`src/sv/uer_pkg.sv`:
```
// Shared types, constants and phase codes of the ultrasonic echo ranger.
package uer_pkg;

    // Field widths
    localparam int CNT_W    = 16;
    localparam int CFG_W    = 10;
    localparam int STATUS_W = 2;
    localparam int DIST_W   = 14;
    // Echo limit holds max_distance_cm times up to 256 ticks per centimetre.
    localparam int LIMIT_W  = 18;
    // Beat widths on the stream ports
    localparam int S_DATA_W = 8;
    localparam int M_DATA_W = 24;

    // Default timing, in microsecond ticks, and the reset range in centimetres
    localparam int unsigned TRIG_LOW_US_DEF  = 4;
    localparam int unsigned TRIG_HIGH_US_DEF = 10;
    localparam int unsigned ECHO_WAIT_US_DEF = 1000;
    localparam int unsigned US_PER_CM_DEF    = 58;
    localparam int unsigned MAX_DIST_RESET   = 400;

    // Result status codes
    localparam logic [STATUS_W-1:0] STATUS_OK       = 2'd0;
    localparam logic [STATUS_W-1:0] STATUS_BUSY     = 2'd1;
    localparam logic [STATUS_W-1:0] STATUS_NO_ECHO  = 2'd2;
    localparam logic [STATUS_W-1:0] STATUS_TOO_LONG = 2'd3;

    localparam logic [CNT_W-1:0]  CNT_MAX  = {CNT_W{1'b1}};
    localparam logic [DIST_W-1:0] DIST_MAX = {DIST_W{1'b1}};

    // Measurement phases
    typedef enum logic [5:0] {
        PH_IDLE    = 6'b000001,
        PH_LOW     = 6'b000010,
        PH_HIGH    = 6'b000100,
        PH_CHECK   = 6'b001000,
        PH_WAIT    = 6'b010000,
        PH_MEASURE = 6'b100000
    } phase_t;

    // One sampled tick
    typedef struct packed {
        logic echo_level;
        logic start_req;
    } tick_t;

    // One result beat
    typedef struct packed {
        logic [DIST_W-1:0]   distance_sixteenths;
        logic [STATUS_W-1:0] status;
        logic                done_res;
        logic                trigger_level;
    } result_t;

endpackage

```
`src/sv/uer_in_reg.sv`:
```
// Input register that captures one sampled tick per beat.
module uer_in_reg
    import uer_pkg::*;
(
    input  logic                clk,
    input  logic                rst_n,
    input  logic                s_tvalid,
    output logic                s_tready,
    input  logic [S_DATA_W-1:0] s_tdata,
    input  logic                advance,
    output logic                item_valid,
    output tick_t               item
);

    logic  valid_reg;
    tick_t item_reg;

    // The register frees up when empty or when its tick moves on this cycle.
    assign s_tready   = !valid_reg || advance;
    assign item_valid = valid_reg;
    assign item       = item_reg;

    // Valid flag
    always_ff @(posedge clk or negedge rst_n)
    begin
        if (!rst_n)
        begin
            valid_reg <= 1'b0;
        end
        else if (s_tready)
        begin
            valid_reg <= s_tvalid;
        end
    end

    // Payload, loaded on an accepted beat
    always_ff @(posedge clk)
    begin
        if (s_tvalid && s_tready)
        begin
            item_reg.start_req  <= s_tdata[0];
            item_reg.echo_level <= s_tdata[1];
        end
    end

endmodule

```
`src/sv/uer_step.sv`:
```
// Measurement sequencer: phase and tick counter, and the result of one tick.
module uer_step
    import uer_pkg::*;
#(
    parameter int unsigned TRIG_LOW_US  = TRIG_LOW_US_DEF,
    parameter int unsigned TRIG_HIGH_US = TRIG_HIGH_US_DEF,
    parameter int unsigned ECHO_WAIT_US = ECHO_WAIT_US_DEF,
    parameter int unsigned US_PER_CM    = US_PER_CM_DEF
)
(
    input  logic               clk,
    input  logic               rst_n,
    input  logic               step_en,
    input  tick_t              item,
    input  logic [LIMIT_W-1:0] echo_limit,
    output result_t            res_next
);

    // Division by US_PER_CM as a multiply by a rounded-up reciprocal.
    // With DIV_K = NUM_W + ceil(log2(US_PER_CM)) the quotient is exact
    // for every numerator below 2**NUM_W.
    localparam int NUM_W   = CNT_W + 4;
    localparam int DIV_K   = NUM_W + $clog2(US_PER_CM);
    localparam int RECIP_W = NUM_W + 2;
    localparam int PROD_W  = NUM_W + RECIP_W;
    localparam longint unsigned RECIP_L =
        ((64'd1 << DIV_K) + US_PER_CM - 1) / US_PER_CM;
    localparam logic [RECIP_W-1:0] RECIP = RECIP_W'(RECIP_L);

    phase_t            phase_reg, phase_next;
    logic [CNT_W-1:0]  count_reg, count_next;
    logic [CNT_W-1:0]  cnt_inc, cnt_sat;
    logic [PROD_W-1:0] prod;
    logic [PROD_W-1:0] quo;
    logic [DIST_W-1:0] dist_sat;

    // Counter helpers: wrapping and saturating increment
    assign cnt_inc = count_reg + CNT_W'(1);
    assign cnt_sat = (count_reg == CNT_MAX) ? count_reg : cnt_inc;

    // Range in sixteenths of a centimetre, saturated to the field width
    assign prod     = PROD_W'({count_reg, 4'b0000}) * PROD_W'(RECIP);
    assign quo      = prod >> DIV_K;
    assign dist_sat = (quo > PROD_W'(DIST_MAX)) ? DIST_MAX : quo[DIST_W-1:0];

    // Next phase, next count and this tick's result
    always_comb
    begin
        phase_next = phase_reg;
        count_next = count_reg;
        res_next   = '0;
        case (phase_reg)
            PH_LOW:
            begin
                count_next = cnt_inc;
                if (cnt_inc >= CNT_W'(TRIG_LOW_US))
                begin
                    phase_next = PH_HIGH;
                    count_next = '0;
                end
            end
            PH_HIGH:
            begin
                res_next.trigger_level = 1'b1;
                count_next = cnt_inc;
                if (cnt_inc >= CNT_W'(TRIG_HIGH_US))
                begin
                    phase_next = PH_CHECK;
                    count_next = '0;
                end
            end
            PH_CHECK:
            begin
                if (item.echo_level)
                begin
                    res_next.done_res = 1'b1;
                    res_next.status   = STATUS_BUSY;
                    phase_next        = PH_IDLE;
                end
                else
                begin
                    phase_next = PH_WAIT;
                    count_next = '0;
                end
            end
            PH_WAIT:
            begin
                if (item.echo_level)
                begin
                    count_next = CNT_W'(1);
                    phase_next = PH_MEASURE;
                    // A zero limit fails on the first high tick.
                    if (echo_limit == '0)
                    begin
                        res_next.done_res = 1'b1;
                        res_next.status   = STATUS_TOO_LONG;
                        phase_next        = PH_IDLE;
                    end
                end
                else
                begin
                    count_next = cnt_sat;
                    if (cnt_sat >= CNT_W'(ECHO_WAIT_US))
                    begin
                        res_next.done_res = 1'b1;
                        res_next.status   = STATUS_NO_ECHO;
                        phase_next        = PH_IDLE;
                    end
                end
            end
            PH_MEASURE:
            begin
                if (item.echo_level)
                begin
                    count_next = cnt_sat;
                    if ((LIMIT_W'(cnt_sat) >= echo_limit) || (cnt_sat == CNT_MAX))
                    begin
                        res_next.done_res = 1'b1;
                        res_next.status   = STATUS_TOO_LONG;
                        phase_next        = PH_IDLE;
                    end
                end
                else
                begin
                    res_next.done_res            = 1'b1;
                    res_next.status              = STATUS_OK;
                    res_next.distance_sixteenths = dist_sat;
                    phase_next                   = PH_IDLE;
                end
            end
            default:
            begin
                // Idle, and any code that means nothing, waits for a start.
                phase_next = PH_IDLE;
                if (item.start_req)
                begin
                    count_next = CNT_W'(1);
                    if (CNT_W'(1) >= CNT_W'(TRIG_LOW_US))
                    begin
                        phase_next = PH_HIGH;
                        count_next = '0;
                    end
                    else
                    begin
                        phase_next = PH_LOW;
                    end
                end
            end
        endcase
    end

    // State registers, moved once per processed tick
    always_ff @(posedge clk or negedge rst_n)
    begin
        if (!rst_n)
        begin
            phase_reg <= PH_IDLE;
            count_reg <= '0;
        end
        else if (step_en)
        begin
            phase_reg <= phase_next;
            count_reg <= count_next;
        end
    end

endmodule

```
`src/sv/uer_out_reg.sv`:
```
// Result register that holds one result beat until the sink takes it.
module uer_out_reg
    import uer_pkg::*;
(
    input  logic                clk,
    input  logic                rst_n,
    input  logic                load,
    input  result_t             res_next,
    output logic                advance,
    output logic                m_tvalid,
    input  logic                m_tready,
    output logic [M_DATA_W-1:0] m_tdata
);

    logic    valid_reg;
    result_t res_reg;

    // A new result may enter when the register is empty or being emptied.
    assign advance  = !valid_reg || m_tready;
    assign m_tvalid = valid_reg;
    assign m_tdata  = M_DATA_W'(res_reg);

    // Valid flag
    always_ff @(posedge clk or negedge rst_n)
    begin
        if (!rst_n)
        begin
            valid_reg <= 1'b0;
        end
        else if (advance)
        begin
            valid_reg <= load;
        end
    end

    // Payload
    always_ff @(posedge clk)
    begin
        if (advance && load)
        begin
            res_reg <= res_next;
        end
    end

endmodule

```
`src/sv/ultrasonic_echo_ranger.sv`:
```
// Ultrasonic echo ranger: one sampled microsecond tick in, one result beat out.
//
// Each input beat is one microsecond tick carrying a start request and the
// sampled echo level; each tick yields exactly one result beat with the
// trigger pin level, a done flag, a status and the range in sixteenths of a
// centimetre. The block takes one tick every clock cycle while the result beat
// is not stalled: a tick is registered in the input register, passes through
// the sequencer logic and is registered in the result register. A stalled
// result beat holds the next tick in the input register, and with both
// registers full the input stalls. The echo limit is max_distance_cm times
// US_PER_CM, loaded into a register on the configuration write beat, so
// write it only while no measurement is running.
module ultrasonic_echo_ranger
    import uer_pkg::*;
#(
    parameter int unsigned TRIG_LOW_US  = TRIG_LOW_US_DEF,
    parameter int unsigned TRIG_HIGH_US = TRIG_HIGH_US_DEF,
    parameter int unsigned ECHO_WAIT_US = ECHO_WAIT_US_DEF,
    parameter int unsigned US_PER_CM    = US_PER_CM_DEF
)
(
    input  logic                clk,
    input  logic                rst_n,
    // Configuration: max_distance_cm
    input  logic                cfg_valid,
    output logic                cfg_ready,
    input  logic [CFG_W-1:0]    cfg_data,
    // Ticks in
    input  logic                s_tvalid,
    output logic                s_tready,
    input  logic [S_DATA_W-1:0] s_tdata,   // [0] start_req, [1] echo_level, rest zero
    // Results out
    output logic                m_tvalid,
    input  logic                m_tready,
    output logic [M_DATA_W-1:0] m_tdata    // [0] trigger_level, [1] done_res,
                                           // [3:2] status, [17:4] distance_sixteenths
);

    localparam logic [LIMIT_W-1:0] LIMIT_RESET = LIMIT_W'(MAX_DIST_RESET * US_PER_CM);

    logic               cfg_write;
    logic [LIMIT_W-1:0] echo_limit_reg, echo_limit_next;
    logic               advance;
    logic               item_valid;
    logic               step_en;
    tick_t              item;
    result_t            res_next;

    // Configuration is always taken; the limit is kept premultiplied.
    assign cfg_ready       = 1'b1;
    assign echo_limit_next = LIMIT_W'(cfg_data) * LIMIT_W'(US_PER_CM);
    assign cfg_write       = cfg_valid && cfg_ready;

    always_ff @(posedge clk or negedge rst_n)
    begin
        if (!rst_n)
        begin
            echo_limit_reg <= LIMIT_RESET;
        end
        else if (cfg_write)
        begin
            echo_limit_reg <= echo_limit_next;
        end
    end

    // A held tick is processed whenever the result register can take it.
    assign step_en = item_valid && advance;

    uer_in_reg u_in_reg (
        .clk        (clk),
        .rst_n      (rst_n),
        .s_tvalid   (s_tvalid),
        .s_tready   (s_tready),
        .s_tdata    (s_tdata),
        .advance    (advance),
        .item_valid (item_valid),
        .item       (item)
    );

    uer_step #(
        .TRIG_LOW_US  (TRIG_LOW_US),
        .TRIG_HIGH_US (TRIG_HIGH_US),
        .ECHO_WAIT_US (ECHO_WAIT_US),
        .US_PER_CM    (US_PER_CM)
    ) u_step (
        .clk        (clk),
        .rst_n      (rst_n),
        .step_en    (step_en),
        .item       (item),
        .echo_limit (echo_limit_reg),
        .res_next   (res_next)
    );

    uer_out_reg u_out_reg (
        .clk      (clk),
        .rst_n    (rst_n),
        .load     (item_valid),
        .res_next (res_next),
        .advance  (advance),
        .m_tvalid (m_tvalid),
        .m_tready (m_tready),
        .m_tdata  (m_tdata)
    );

endmodule

```
`config.mk`:
```
export PLATFORM = sky130hd
export DESIGN_NAME = ultrasonic_echo_ranger
export DESIGN_NICKNAME = d
export VERILOG_FILES = /design/src/sv/uer_pkg.sv /design/src/sv/uer_in_reg.sv /design/src/sv/uer_step.sv /design/src/sv/uer_out_reg.sv /design/src/sv/ultrasonic_echo_ranger.sv
export SDC_FILE = /design/constraint.sdc
export NUM_CORES = 1
export LEC_CHECK = 0
export BUFFER_PORTS_ARGS = -buffer_cell sky130_fd_sc_hd__buf_4
export CAP_MARGIN = 25
export CORE_MARGIN = 1.5
export CORE_UTILIZATION = 29
export DETAILED_ROUTE_END_ITERATION = 16
export PLACE_DENSITY = 0.41
export SYNTH_ARGS = -nofsm -noshare
export SYNTH_HDL_FRONTEND = slang
export SYNTH_SLANG_ARGS = --single-unit
```
`constraint.sdc`:
```
create_clock -name clk -period 11.5 [get_ports clk]
set_clock_uncertainty 0.1 [all_clocks]
set_input_delay 0.575 -clock clk [delete_from_list [all_inputs] [get_ports clk]]
set_output_delay 0.575 -clock clk [all_outputs]
set_load 0.05 [all_outputs]
```
# Word-level counts from Yosys, hierarchy flattened
# Cells that the tools add are included.
[classes]
add_sub_neg = 1
multipliers = 2
order_cmp = 5
eq_ne = 13
muxes = 27
bitwise_logic = 1
reduce_logical = 12
[ops]
columns = ["op", "count"]
rows = [
  ["2-to-1 mux 16 bit", 7],
  ["one-hot mux 16 bit (5 select lines)", 1],
  ["2-to-1 mux 6 bit", 7],
  ["multiplier 16 x 20 -> 36 bit, second input constant", 1],
  ["equality test 16 bit, second input constant", 2],
  ["one-hot mux 6 bit (5 select lines)", 1],
  ["logical NOT 18 bit", 1],
  ["adder 16 x 1 -> 16 bit, second input constant", 1],
  ["greater-or-equal comparator 16 x 10 -> 1 bit, second input constant", 1],
  ["greater-or-equal comparator 16 bit", 1],
  ["greater-or-equal comparator 16 x 3 -> 1 bit, second input constant", 1],
  ["greater-or-equal comparator 16 x 4 -> 1 bit, second input constant", 1],
  ["> comparator 15 x 14 -> 1 bit, second input constant", 1],
  ["multiplier 10 x 5 -> 15 bit, second input constant", 1],
  ["2-to-1 mux 3 bit", 5],
  ["2-to-1 mux 14 bit", 1],
  ["one-hot mux 3 bit (3 select lines)", 1],
  ["equality test 6 x 2 -> 1 bit, second input constant", 1],
  ["equality test 6 x 3 -> 1 bit, second input constant", 1],
  ["equality test 6 x 4 -> 1 bit, second input constant", 1],
  ["equality test 6 x 5 -> 1 bit, second input constant", 1],
  ["equality test 6 bit, second input constant", 1],
  ["!= test 3 x 2 -> 1 bit, second input constant", 2],
  ["nonzero test 6 bit", 1],
  ["12 further kinds", 19],
]
[totals]
ff_bits = 59
in_bits = 23
output_inout_bits = 27
wordCells = 72

# Depth between registers and ports, before layout
# Gate-level depths: netlist of run 1.
[depth]
depth_word = 7
depth_mapped = 23

# By module
# A second synthesis of run 1 with hierarchy kept.
[unflattened]
cells_unflattened = 1121
hier_area_um2 = 10652.7
[modules_own_cells]
columns = ["module", "instances", "cells_each", "area_per_inst_um2", "seq_area_each_um2"]
rows = [
  ["uer_step", 1, 910, 8132.8, 551.8],
  ["ultrasonic_echo_ranger", 1, 176, 1762.9, 382.9],
  ["uer_out_reg", 1, 29, 643.1, 565.5],
  ["uer_in_reg", 1, 6, 113.9, 85.1],
]

# Least setup slack after synthesis of run 1
# OpenSTA, ideal clock, no wires.
[synth_timing]
path_type = "flip-flop to flip-flop"
startpoint = "register u_step.count_reg[14]"
endpoint = "register u_out_reg.res_reg, in the netlist u_out_reg.m_tdata[10], data pin"
setup_time_ps = 270
t_arrival_ps = 5949
slack_ps = 5180
path_stages_with_launch = 21
path_cell_list = "dfrtp_1 -> fa_1 -> inv_1 -> fa_1 -> inv_1 -> fa_1 -> fa_1 -> fa_1 -> inv_1 -> fa_1 -> inv_1 -> ha_1 -> nand2_1 -> a2111oi_0 -> nor2b_1 -> a22oi_1 -> a31oi_1 -> o21ai_0 -> xnor2_1 -> clkbuf_1 -> a21oi_1"
[synth_between]
elab_chain_len = 3
[synth_lines]
columns = ["item", "line_no", "text"]
rows = [
  ["start, declared", "uer_step.sv:31", "logic [CNT_W-1:0] count_reg, count_next;"],
  ["start signal, assigned", "uer_step.sv:163", "count_reg <= count_next;"],
  ["multiplier 16 x 20 -> 36 bit *", "uer_step.sv:42", "assign prod = PROD_W'({count_reg, 4'b0000}) * PROD_W'(RECIP);"],
  ["> comparator 15 x 14 -> 1 bit", "uer_step.sv:44", "assign dist_sat = (quo > PROD_W'(DIST_MAX)) ? DIST_MAX : quo[DIST_W-1:0];"],
  ["2-to-1 mux 14 bit *", "uer_step.sv:44", ""],
  ["end signal, assigned", "uer_out_reg.sv:41", "res_reg <= res_next;"],
  ["end, declared", "uer_out_reg.sv:16", "result_t res_reg;"],
]
# Mark *: on every way between the ends. The rest lies on a longest branch, timed or not.
# A chain may end at the register's enable or synchronous reset.

# Final worst setup path of run 1
[layout_timing]
startpoint = "register u_step.count_reg[4]"
endpoint = "register u_out_reg.res_reg, in the netlist u_out_reg.m_tdata[13], data pin"
# Same word-level chain as after synthesis.

==> summary.txt, run 1 <==
Placement
  – Number of placed instances, taps included: 1580
  – RD Place Congestion: 0.809
  – Cell area after placement: 11100 um2
  – Number of buffers inserted by port buffering: 36
  – Post-DP HPWL: 22900 um

Layout
  – Most frequent standard cell in the layout excluding fill and tap cells: sky130_fd_sc_hd__inv_1
  – Diode count: 0
  – Area growth from synthesis to layout: 10.2%
  – Fillcell total: 3772
  – Seq. cell area: 1590 um2
  – Largest register FFs: 18
  – Final non-filler cell total: 1597
  – Share of layout cells above drive strength 1: 8.10%
  – Top library cells by usage in the layout, fill and taps aside: 249 x sky130_fd_sc_hd__inv_1, 186 x sky130_fd_sc_hd__ha_1, 126 x sky130_fd_sc_hd__fa_1
  – Area used by multi-input combinational logic: 7720 um2
  – Count of nets after finishing: 1466
  – Fin area: 11400 um2

CTS
  – Number of buffers on the longest clock path: 2
  – TritonCTS clock tree: done
  – Clock net sink count: 59
  – Inserted Clock Buffers: 9
  – CTS Hold Buffers Added: 0
  – Clk Tree Root Cell: sky130_fd_sc_hd__clkbuf_16
  – Buffers inserted by post-CTS timing repair: 0
  – Clock-pin slew on the worst setup and hold paths: 0.06 ns
  – Number of gates resized after CTS: 0
  – Worst skew pair latency: 0.34 ns
  – H-tree Lvls: 3

Worst setup path
  – Worst path slowest cell: sky130_fd_sc_hd__dfrtp_1
  – Type of origin of the critical path: flip-flop
  – Critical Path Most Common Cell: sky130_fd_sc_hd__fa_1
  – Type of destination of the critical path: flip-flop
  – Worst path max stage delay: 0.69 ns
  – Arrival time worst endpoint: 7.09 ns
  – Crit Path Category: flip-flop to flip-flop
  – Buffers and inverters on the worst path: 5
  – Cell family with the largest share of critical-path delay: adder cells
  – Cell Chain, Critical Path: inv_1 -> fa_1 -> fa_1 -> inv_1 -> fa_1 -> fa_1 -> fa_1 -> inv_1 -> fa_1 -> inv_1 -> ha_1 -> a211oi_1 -> o211ai_1 -> a21oi_1 -> o2111ai_1 -> a31oi_1 -> o21ai_0 -> xnor2_1 -> buf_4 -> a31oi_1
  – Critical path data required time: 11.45 ns
  – Largest driver fanout on the critical path: 12

Yosys
  – Number of unique standard cell types used by synthesis: 71
  – Part of the Yosys area used for sequential elements: 15.3%
  – Number of synthesized register bits: 59
  – Netlist Area Pre-Place: 10400 um2
  – Count of synthesis-stage warnings from yosys: 0
  – Number of enable flip-flop cells after synthesis: 20
  – Main flop type after synthesis: sky130_fd_sc_hd__dfrtp_1
  – Mapped Cells: 1099
  – Async S/R FF share, synth: 66.1%
  – Mean post-synth cell area: 9.44 um2

Run
  – Total of max-cap violations: 0

Global route
  – Congestion Overflow GR: 0
  – Via count of the first global-routing pass: 7747
  – Antenna violations before repair: 0
  – First-pass GRT wire length: 42900 um
  – Pin count of the biggest net entering global routing: 40
  – Total routing resource utilization after global routing: 15.2%

Timing
  – Maximum achievable frequency: 0.140 GHz
  – Max-slew violations: 0
  – Total of endpoints with negative setup slack in the final report: 0
  – Actual transition at the worst max-transition pin: 0.869 ns
  – Summed negative setup slack over all endpoints: 0 ns
  – Unrepaired setup endpoints after global routing: false
  – Post-route fraction of the period consumed by the critical path: 62.1%
  – Rel. slew slack: 41.9%
  – Tmin final: 7.14 ns
  – Final hold vios: 0

Detailed routing
  – DR WL/cell: 16.7 um
  – Total wire length after detailed routing: 26700 um
  – Post-route DRC violation count: 0
  – Iteration-0 DRC Markers: 402
  – Vias: 7614
  – Detailed-router iteration count before antenna repair: 5
  – ANT nets after route: 0
  – Average via count per standard cell: 4.77

Pwr
  – Power density relative to cell area: 109 nW/um2
  – Peak VDD IR: 0.0000537 V
  – Leakage: 0.00604 uW

Floorplanning
  – Std-Cell Rows: 69
  – Die Wd: 192 um
  – Starting density of the core: 29.3%
  – Placeable core area: 35400 um2
  – Die footprint: 36900 um2
  – Boundary pin count: 50
  – Die Y: 192 um

Hold path
  – Path type of the worst min-delay path: input port to async pin

Status
  – Outcome: finished, final reports clean
final cells by class:
cell class	instances	area share, %
Inverter	249	8.18
Clock inverter	5	0.471
Timing Repair Buffer	41	2.74
Clock buffer	11	2.12
Multi-Input combinational cell	771	67.6
Sequential cell	59	13.9
Tap cell	461	5.05
metal layers:
layer,track usage (%),up-vias,routed length (um)
li1,-,3731,-
met1,21.5,3773,13000
met2,25.4,96,12800
met3,1.06,14,635
met4,3.46,0,268
met5,0,-,0
synth_stat cells, drive strengths merged, types with 14 or more instances:
master / number / area share (%)
dfrtp: 32 / 7.7
o21ai: 41 / 2.0
buf: 15 / 1.1
inv: 249 / 9.0
ha: 186 / 22
nor2: 28 / 1.0
a21oi: 62 / 3.0
nor3: 14 / 0.68
nand3: 29 / 1.5
nand4: 16 / 0.96
nand2: 50 / 1.8
edfxtp: 20 / 5.8
a21o: 15 / 1.1
fa: 126 / 24
xnor2: 31 / 2.6
worst reg2reg max path, delay by kind of cell (launching register included):
kind	cells	cell delay [ns]
adders and majority gates	7	3.32
AOI/OAI and AO/OA	7	1.79
DFF	1	0.69
buffers and inverters	5	0.64
xor gates and xnor gates	1	0.31
metrics by stage:
| stage | total power, uW | setup WS, ns | hold WS, ns | util (%) |
|---|---|---|---|---|
| after CTS | 1280 | 4.08 | 0.128 | 32.3 |
| final | 1250 | 4.36 | 0.102 | 32.3 |
| after global placement | 990 | 3.85 | 0.375 | 31.4 |
| after detailed placement | 993 | 4.11 | 0.374 | 31.4 |
| after global routing | 1380 | 3.91 | 0.152 | 32.3 |
| after floorplan | 812 | 5.18 | 0.179 | - |
final timing paths:
kind	startpoint	end	slack (ns)	cells after the start
max	u_step.count_reg[4]	u_out_reg.m_tdata[13]	4.36	20
min	rst_n	u_step.phase_reg[1]	0.10	1
max reg2reg	u_step.count_reg[4]	u_out_reg.m_tdata[13]	4.36	20
min reg2reg	u_in_reg.item_valid	u_out_reg.m_tvalid	0.39	1
max in group asynchronous	rst_n	echo_limit_reg[14]	10.80	1
min in group clk	s_tdata[0]	u_in_reg.item[0]	0.31	1
cell families (layout without fill, tap and decap cells):
kind of cell               after synthesis  in the layout  synth area share [%]
buffers and inverters                  274            306                  10.5
muxes                                    8              8                 0.977
other                                    2              7                0.0724
and+or+nand+nor                        206            206                  10.6
AOI/OAI and AO/OA                      197            197                  12.5
DFF                                     59             59                  15.3
adders and majority gates              312            312                  46.7
xor gates and xnor gates                41             41                  3.46
where the power goes:
group	total (uW)	internal [uW]	switching (uW)
clock network	274	173	101
logic	674	274	400
registers	298	263	35.1
total	1250	710	537
No activity file was read; power rests on OpenSTA's default activity.
==> run 2: changes to the inputs <==
==> constraint.sdc (replaced) <==
create_clock -name clk -period 6.9 [get_ports clk]
set_clock_uncertainty 0.1 [all_clocks]
set_input_delay 0.345 -clock clk [delete_from_list [all_inputs] [get_ports clk]]
set_output_delay 0.345 -clock clk [all_outputs]
set_load 0.05 [all_outputs]
==> summary.txt, run 2 (synthesis gave the netlist of run 1 again) <==
Layout
  – Area growth from synthesis to layout: 12.6%
  – Final non-filler cell total: 1623
  – Diode count: 0
  – Most frequent standard cell in the layout excluding fill and tap cells: sky130_fd_sc_hd__inv_1
  – Share of layout cells above drive strength 1: 10.3%
  – Count of nets after finishing: 1492
  – Largest register FFs: 18
  – Top library cells by usage in the layout, fill and taps aside: 249 x sky130_fd_sc_hd__inv_1, 186 x sky130_fd_sc_hd__ha_1, 126 x sky130_fd_sc_hd__fa_1

Timing
  – Summed negative setup slack over all endpoints: 0 ns
  – Tmin final: 6.57 ns
  – Unrepaired setup endpoints after global routing: false
  – Final hold vios: 0
  – Total of endpoints with negative setup slack in the final report: 0
  – Rel. slew slack: 38.8%
  – Max-slew violations: 0
  – Maximum achievable frequency: 0.152 GHz
  – Post-route fraction of the period consumed by the critical path: 95.2%
  – Actual transition at the worst max-transition pin: 0.915 ns

Placement
  – Post-DP HPWL: 23700 um
  – RD Place Congestion: 0.822
  – Number of buffers inserted by port buffering: 36
  – Number of placed instances, taps included: 1606

Global route
  – Antenna violations before repair: 0
  – Pin count of the biggest net entering global routing: 40
  – Via count of the first global-routing pass: 7769
  – First-pass GRT wire length: 43400 um
  – Congestion Overflow GR: 0
  – Total routing resource utilization after global routing: 15.6%

Hold path
  – Depth of the worst hold-timing path: 1
  – Path type of the worst min-delay path: input port to flip-flop

CTS
  – H-tree Lvls: 3
  – Buffers inserted by post-CTS timing repair: 0
  – TritonCTS clock tree: done
  – Clock-pin slew on the worst setup and hold paths: 0.06 ns
  – Inserted Clock Buffers: 9
  – Clock net sink count: 59
  – Clk Tree Root Cell: sky130_fd_sc_hd__clkbuf_16
  – Number of buffers on the longest clock path: 2
  – Worst skew pair latency: 0.35 ns

Floorplanning
  – Die Wd: 192 um
  – Die Y: 192 um
  – Die footprint: 36900 um2
  – Placeable core area: 35400 um2
  – Std-Cell Rows: 69
  – Starting density of the core: 29.3%
  – Boundary pin count: 50

Detailed routing
  – Average via count per standard cell: 4.80
  – Total wire length after detailed routing: 27500 um
  – Post-route DRC violation count: 0
  – Detailed-router iteration count before antenna repair: 5
  – Vias: 7784
  – ANT nets after route: 0
  – DR WL/cell: 16.9 um
  – Iteration-0 DRC Markers: 372

Pwr
  – Power density relative to cell area: 187 nW/um2
  – Peak VDD IR: 0.0000873 V
  – Leakage: 0.00618 uW

Worst setup path
  – Crit Path Category: flip-flop to flip-flop
  – Largest driver fanout on the critical path: 14
  – Type of destination of the critical path: flip-flop
  – Type of origin of the critical path: flip-flop
  – Arrival time worst endpoint: 6.53 ns
  – Cells on worst reg2reg path: 20
  – Critical path data required time: 6.87 ns

Run
  – Total of max-cap violations: 0

Status
  – Outcome: finished, final reports clean
-- run 2: worst paths after layout --
| kind | slack, ns | endpoint | from |
|---|---|---|---|
| worst min-delay path | 0.07 | u_in_reg.item[1] | s_tdata[1] |
| worst max-delay path | 0.33 | u_out_reg.m_tdata[13] | u_step.count_reg[2] |
| worst max register to register | 0.33 | u_out_reg.m_tdata[13] | u_step.count_reg[2] |
| worst min register to register | 0.39 | u_out_reg.m_tvalid | u_in_reg.item_valid |
| max in group asynchronous | 5.89 | echo_limit_reg[14] | rst_n |
| min in group asynchronous | 0.42 | u_step.phase_reg[5] | rst_n |
-- run 2: report_power, final --
group | internal, uW | total, uW | leakage [uW] | switching, uW
clock | 349 | 536 | 0.000171 | 187
sequential | 439 | 490 | 0.000689 | 51.6
combinational | 475 | 1160 | 0.00533 | 684
total | 1260 | 2190 | 0.00618 | 922
-- run 2: layout make-up --
type / instances / area, um2
well taps: 461 / 577
inverters: 249 / 935
clock inverters: 5 / 82.6
repair buffers: 67 / 505
multi-input cells: 771 / 7730
fillers: 3735 / 23700
clock buffers: 11 / 264
flip-flops and latches: 59 / 1590
-- run 2: metrics by stage --
stage	area, um2	setup WS (ns)	power [uW]	util, %	hold slack (ns)
6_report	11700	0.333	2190	33.0	0.0717
5_1_grt	11700	0.0140	2410	33.0	0.0607
4_1_cts	11700	0.241	2230	33.0	0.0580
3_5_place_dp	11300	0.246	1680	32.0	0.281
3_3_place_gp	11300	0.288	1670	32.0	0.276
2_1_floorplan	10400	0.580	1350	-	-0.0506
-- run 2: critical path, cell delays in order (launching register included) --
cell and delay [ns]:
sky130_fd_sc_hd__dfrtp_1 0.54, sky130_fd_sc_hd__fa_1 0.67, sky130_fd_sc_hd__inv_1 0.10, sky130_fd_sc_hd__fa_1 0.39, sky130_fd_sc_hd__fa_1 0.46, sky130_fd_sc_hd__fa_1 0.49, sky130_fd_sc_hd__inv_1 0.05, sky130_fd_sc_hd__fa_1 0.51
sky130_fd_sc_hd__fa_1 0.49, sky130_fd_sc_hd__ha_1 0.35, sky130_fd_sc_hd__a211oi_1 0.37, sky130_fd_sc_hd__buf_4 0.19, sky130_fd_sc_hd__o211ai_1 0.08, sky130_fd_sc_hd__a21oi_1 0.16, sky130_fd_sc_hd__buf_4 0.15, sky130_fd_sc_hd__o2111ai_1 0.20
sky130_fd_sc_hd__a31oi_2 0.33, sky130_fd_sc_hd__o21ai_0 0.14, sky130_fd_sc_hd__xnor2_1 0.15, sky130_fd_sc_hd__buf_4 0.23, sky130_fd_sc_hd__a31oi_1 0.11
-- run 2: per-layer routing --
metal | part of all wire [%] | track usage, % | vias to the layer above
met4 | 2.0 | 4.98 | 0
met3 | 2.3 | 1.48 | 29
met1 | 49 | 21.6 | 3863
li1 | - | - | 3782
met2 | 47 | 25.6 | 110
met5 | 0 | 0 | -
-- run 2: repair_timing --
item	4_1_cts	5_1_grt
gates resized for setup	0	1
hold buffers	1	0
hold endpoints to repair	32	0
endpoints found under the setup margin	0	14
==> run 3: changes to the inputs <==
==> constraint.sdc (replaced) <==
create_clock -name clk -period 6.9 [get_ports clk]
set_clock_uncertainty 0.1 [all_clocks]
set_input_delay 0.69 -clock clk [delete_from_list [all_inputs] [get_ports clk]]
set_output_delay 0.69 -clock clk [all_outputs]
set_load 0.05 [all_outputs]
==> summary.txt, run 3 (synthesis gave the netlist of run 1 again) <==
Status
  – Outcome: finished, final reports clean

Layout
  – Count of nets after finishing: 1491
  – Top library cells by usage in the layout, fill and taps aside: 249 x sky130_fd_sc_hd__inv_1, 186 x sky130_fd_sc_hd__ha_1, 126 x sky130_fd_sc_hd__fa_1
  – Fillcell total: 3807
  – Share of layout cells above drive strength 1: 10.2%
  – Diode count: 0
  – Most frequent standard cell in the layout excluding fill and tap cells: sky130_fd_sc_hd__inv_1
  – Largest register FFs: 18
  – Area growth from synthesis to layout: 11.8%

Global route
  – Met1 capacity usage during global routing: 21.5%
  – Global-route met3 utilization: 1.92%
  – First-pass GRT wire length: 43200 um
  – Met2 Track Usage GR: 25.2%
  – Congestion Overflow GR: 0
  – Via count of the first global-routing pass: 7802
  – Most crowded layer after global routing: met2
  – Pin count of the biggest net entering global routing: 40
  – Total routing resource utilization after global routing: 15.6%
  – Antenna violations before repair: 0

Timing
  – Tmin final: 6.53 ns
  – Maximum achievable frequency: 0.153 GHz
  – Post-route fraction of the period consumed by the critical path: 94.7%
  – Max-slew violations: 0
  – Unrepaired setup endpoints after global routing: false
  – Rel. slew slack: 40.0%
  – Final hold vios: 0
  – Total of endpoints with negative setup slack in the final report: 0
  – Actual transition at the worst max-transition pin: 0.898 ns
  – Summed negative setup slack over all endpoints: 0 ns
  – Worst path setup slack after routing: 0.365 ns

Floorplanning
  – Die footprint: 36900 um2
  – Boundary pin count: 50
  – Std-Cell Rows: 69
  – Die Y: 192 um
  – Starting density of the core: 29.3%
  – Placeable core area: 35400 um2
  – Die Wd: 192 um

Worst setup path
  – Type of origin of the critical path: flip-flop
  – Critical path data required time: 6.86 ns
  – Arrival time worst endpoint: 6.50 ns
  – Largest driver fanout on the critical path: 14
  – Type of destination of the critical path: flip-flop
  – Crit Path Category: flip-flop to flip-flop

CTS
  – Number of gates resized after CTS: 0
  – Clock net sink count: 59
  – TritonCTS clock tree: done
  – CTS Hold Buffers Added: 0
  – Number of buffers on the longest clock path: 2
  – Inserted Clock Buffers: 9
  – Buffers inserted by post-CTS timing repair: 0
  – Worst skew pair latency: 0.35 ns
  – H-tree Lvls: 3
  – Clock-pin slew on the worst setup and hold paths: 0.06 ns
  – Clk Tree Root Cell: sky130_fd_sc_hd__clkbuf_16

Detailed routing
  – Post-route DRC violation count: 0
  – ANT nets after route: 0
  – Iteration-0 DRC Markers: 405
  – DR WL/cell: 16.9 um
  – Detailed-router iteration count before antenna repair: 5
  – Average via count per standard cell: 4.76
  – Total wire length after detailed routing: 27500 um
  – Vias: 7724

Pwr
  – Peak VDD IR: 0.0000824 V
  – Power density relative to cell area: 180 nW/um2
  – Leakage: 0.00615 uW

Run
  – Total of max-cap violations: 0

Placement
  – Setup Slack @ Placement: 0.351 ns
  – Number of buffers inserted by port buffering: 36
  – Post-DP HPWL: 23800 um
  – RD Place Congestion: 0.821

Hold path
  – Path type of the worst min-delay path: input port to async pin
run 3: power by group:
| group | internal [uW] | switching, uW | total [uW] |
|---|---|---|---|
| clock network | 262 | 180 | 442 |
| registers | 439 | 50.8 | 490 |
| logic | 470 | 681 | 1150 |
| total | 1170 | 912 | 2080 |
run 3: worst paths after layout:
path / from / end / slack, ns / cells past startpoint
min in group clk: u_in_reg.item_valid / u_out_reg.m_tvalid / 0.38 / 1
worst max-delay path: u_step.count_reg[13] / u_out_reg.m_tdata[13] / 0.37 / 21
worst min register to register: u_in_reg.item_valid / u_out_reg.m_tvalid / 0.38 / 1
worst max register to register: u_step.count_reg[13] / u_out_reg.m_tdata[13] / 0.37 / 21
max in group asynchronous: rst_n / echo_limit_reg[14] / 6.08 / 1
worst min-delay path: rst_n / u_step.count_reg[2] / 0.23 / 1
run 3: layout make-up:
type | count | area (um2) | share of cell area, %
Inverter | 249 | 935 | 8.06
Clock buffer | 12 | 256 | 2.21
Multi-Input combinational cell | 771 | 7720 | 66.6
Clock inverter | 4 | 22.5 | 0.194
Sequential cell | 59 | 1590 | 13.7
Tap cell | 461 | 577 | 4.97
Timing Repair Buffer | 66 | 495 | 4.27
run 3: through the flow:
step	hold slack [ns]	total power [uW]	cell area, um2	utilization (%)	std cells
floorplan	0.294	1350	10400	-	1104
global placement	0.367	1670	11300	32.0	1606
detailed placement	0.373	1670	11300	32.0	1606
CTS	0.251	2140	11600	32.8	1622
global route	0.286	2300	11600	32.8	1622
finish	0.229	2080	11600	32.8	1622
run 3: per-layer routing:
metal | vias to the layer above | share of wire [%] | wire, um
met5 | - | 0 | 0
met4 | 0 | 1.8 | 497
met3 | 21 | 3.4 | 931
met2 | 120 | 47 | 12900
met1 | 3811 | 48 | 13200
li1 | 3772 | - | -
run 3: worst max-delay path, stage by stage (launching register included):
cell,delay [ns]
sky130_fd_sc_hd__dfrtp_1,0.46
sky130_fd_sc_hd__fa_1,0.67
sky130_fd_sc_hd__inv_1,0.08
sky130_fd_sc_hd__fa_1,0.48
sky130_fd_sc_hd__inv_1,0.07
sky130_fd_sc_hd__fa_1,0.51
sky130_fd_sc_hd__fa_1,0.52
sky130_fd_sc_hd__fa_1,0.55
sky130_fd_sc_hd__inv_1,0.06
sky130_fd_sc_hd__fa_1,0.52
sky130_fd_sc_hd__inv_1,0.04
sky130_fd_sc_hd__ha_1,0.31
sky130_fd_sc_hd__nand2_1,0.10
sky130_fd_sc_hd__a2111oi_0,0.39
sky130_fd_sc_hd__buf_4,0.21
sky130_fd_sc_hd__nor2b_1,0.05
sky130_fd_sc_hd__a22oi_1,0.25
sky130_fd_sc_hd__a31oi_1,0.19
sky130_fd_sc_hd__o21ai_0,0.23
sky130_fd_sc_hd__xnor2_1,0.15
sky130_fd_sc_hd__buf_4,0.22
sky130_fd_sc_hd__a31oi_1,0.10
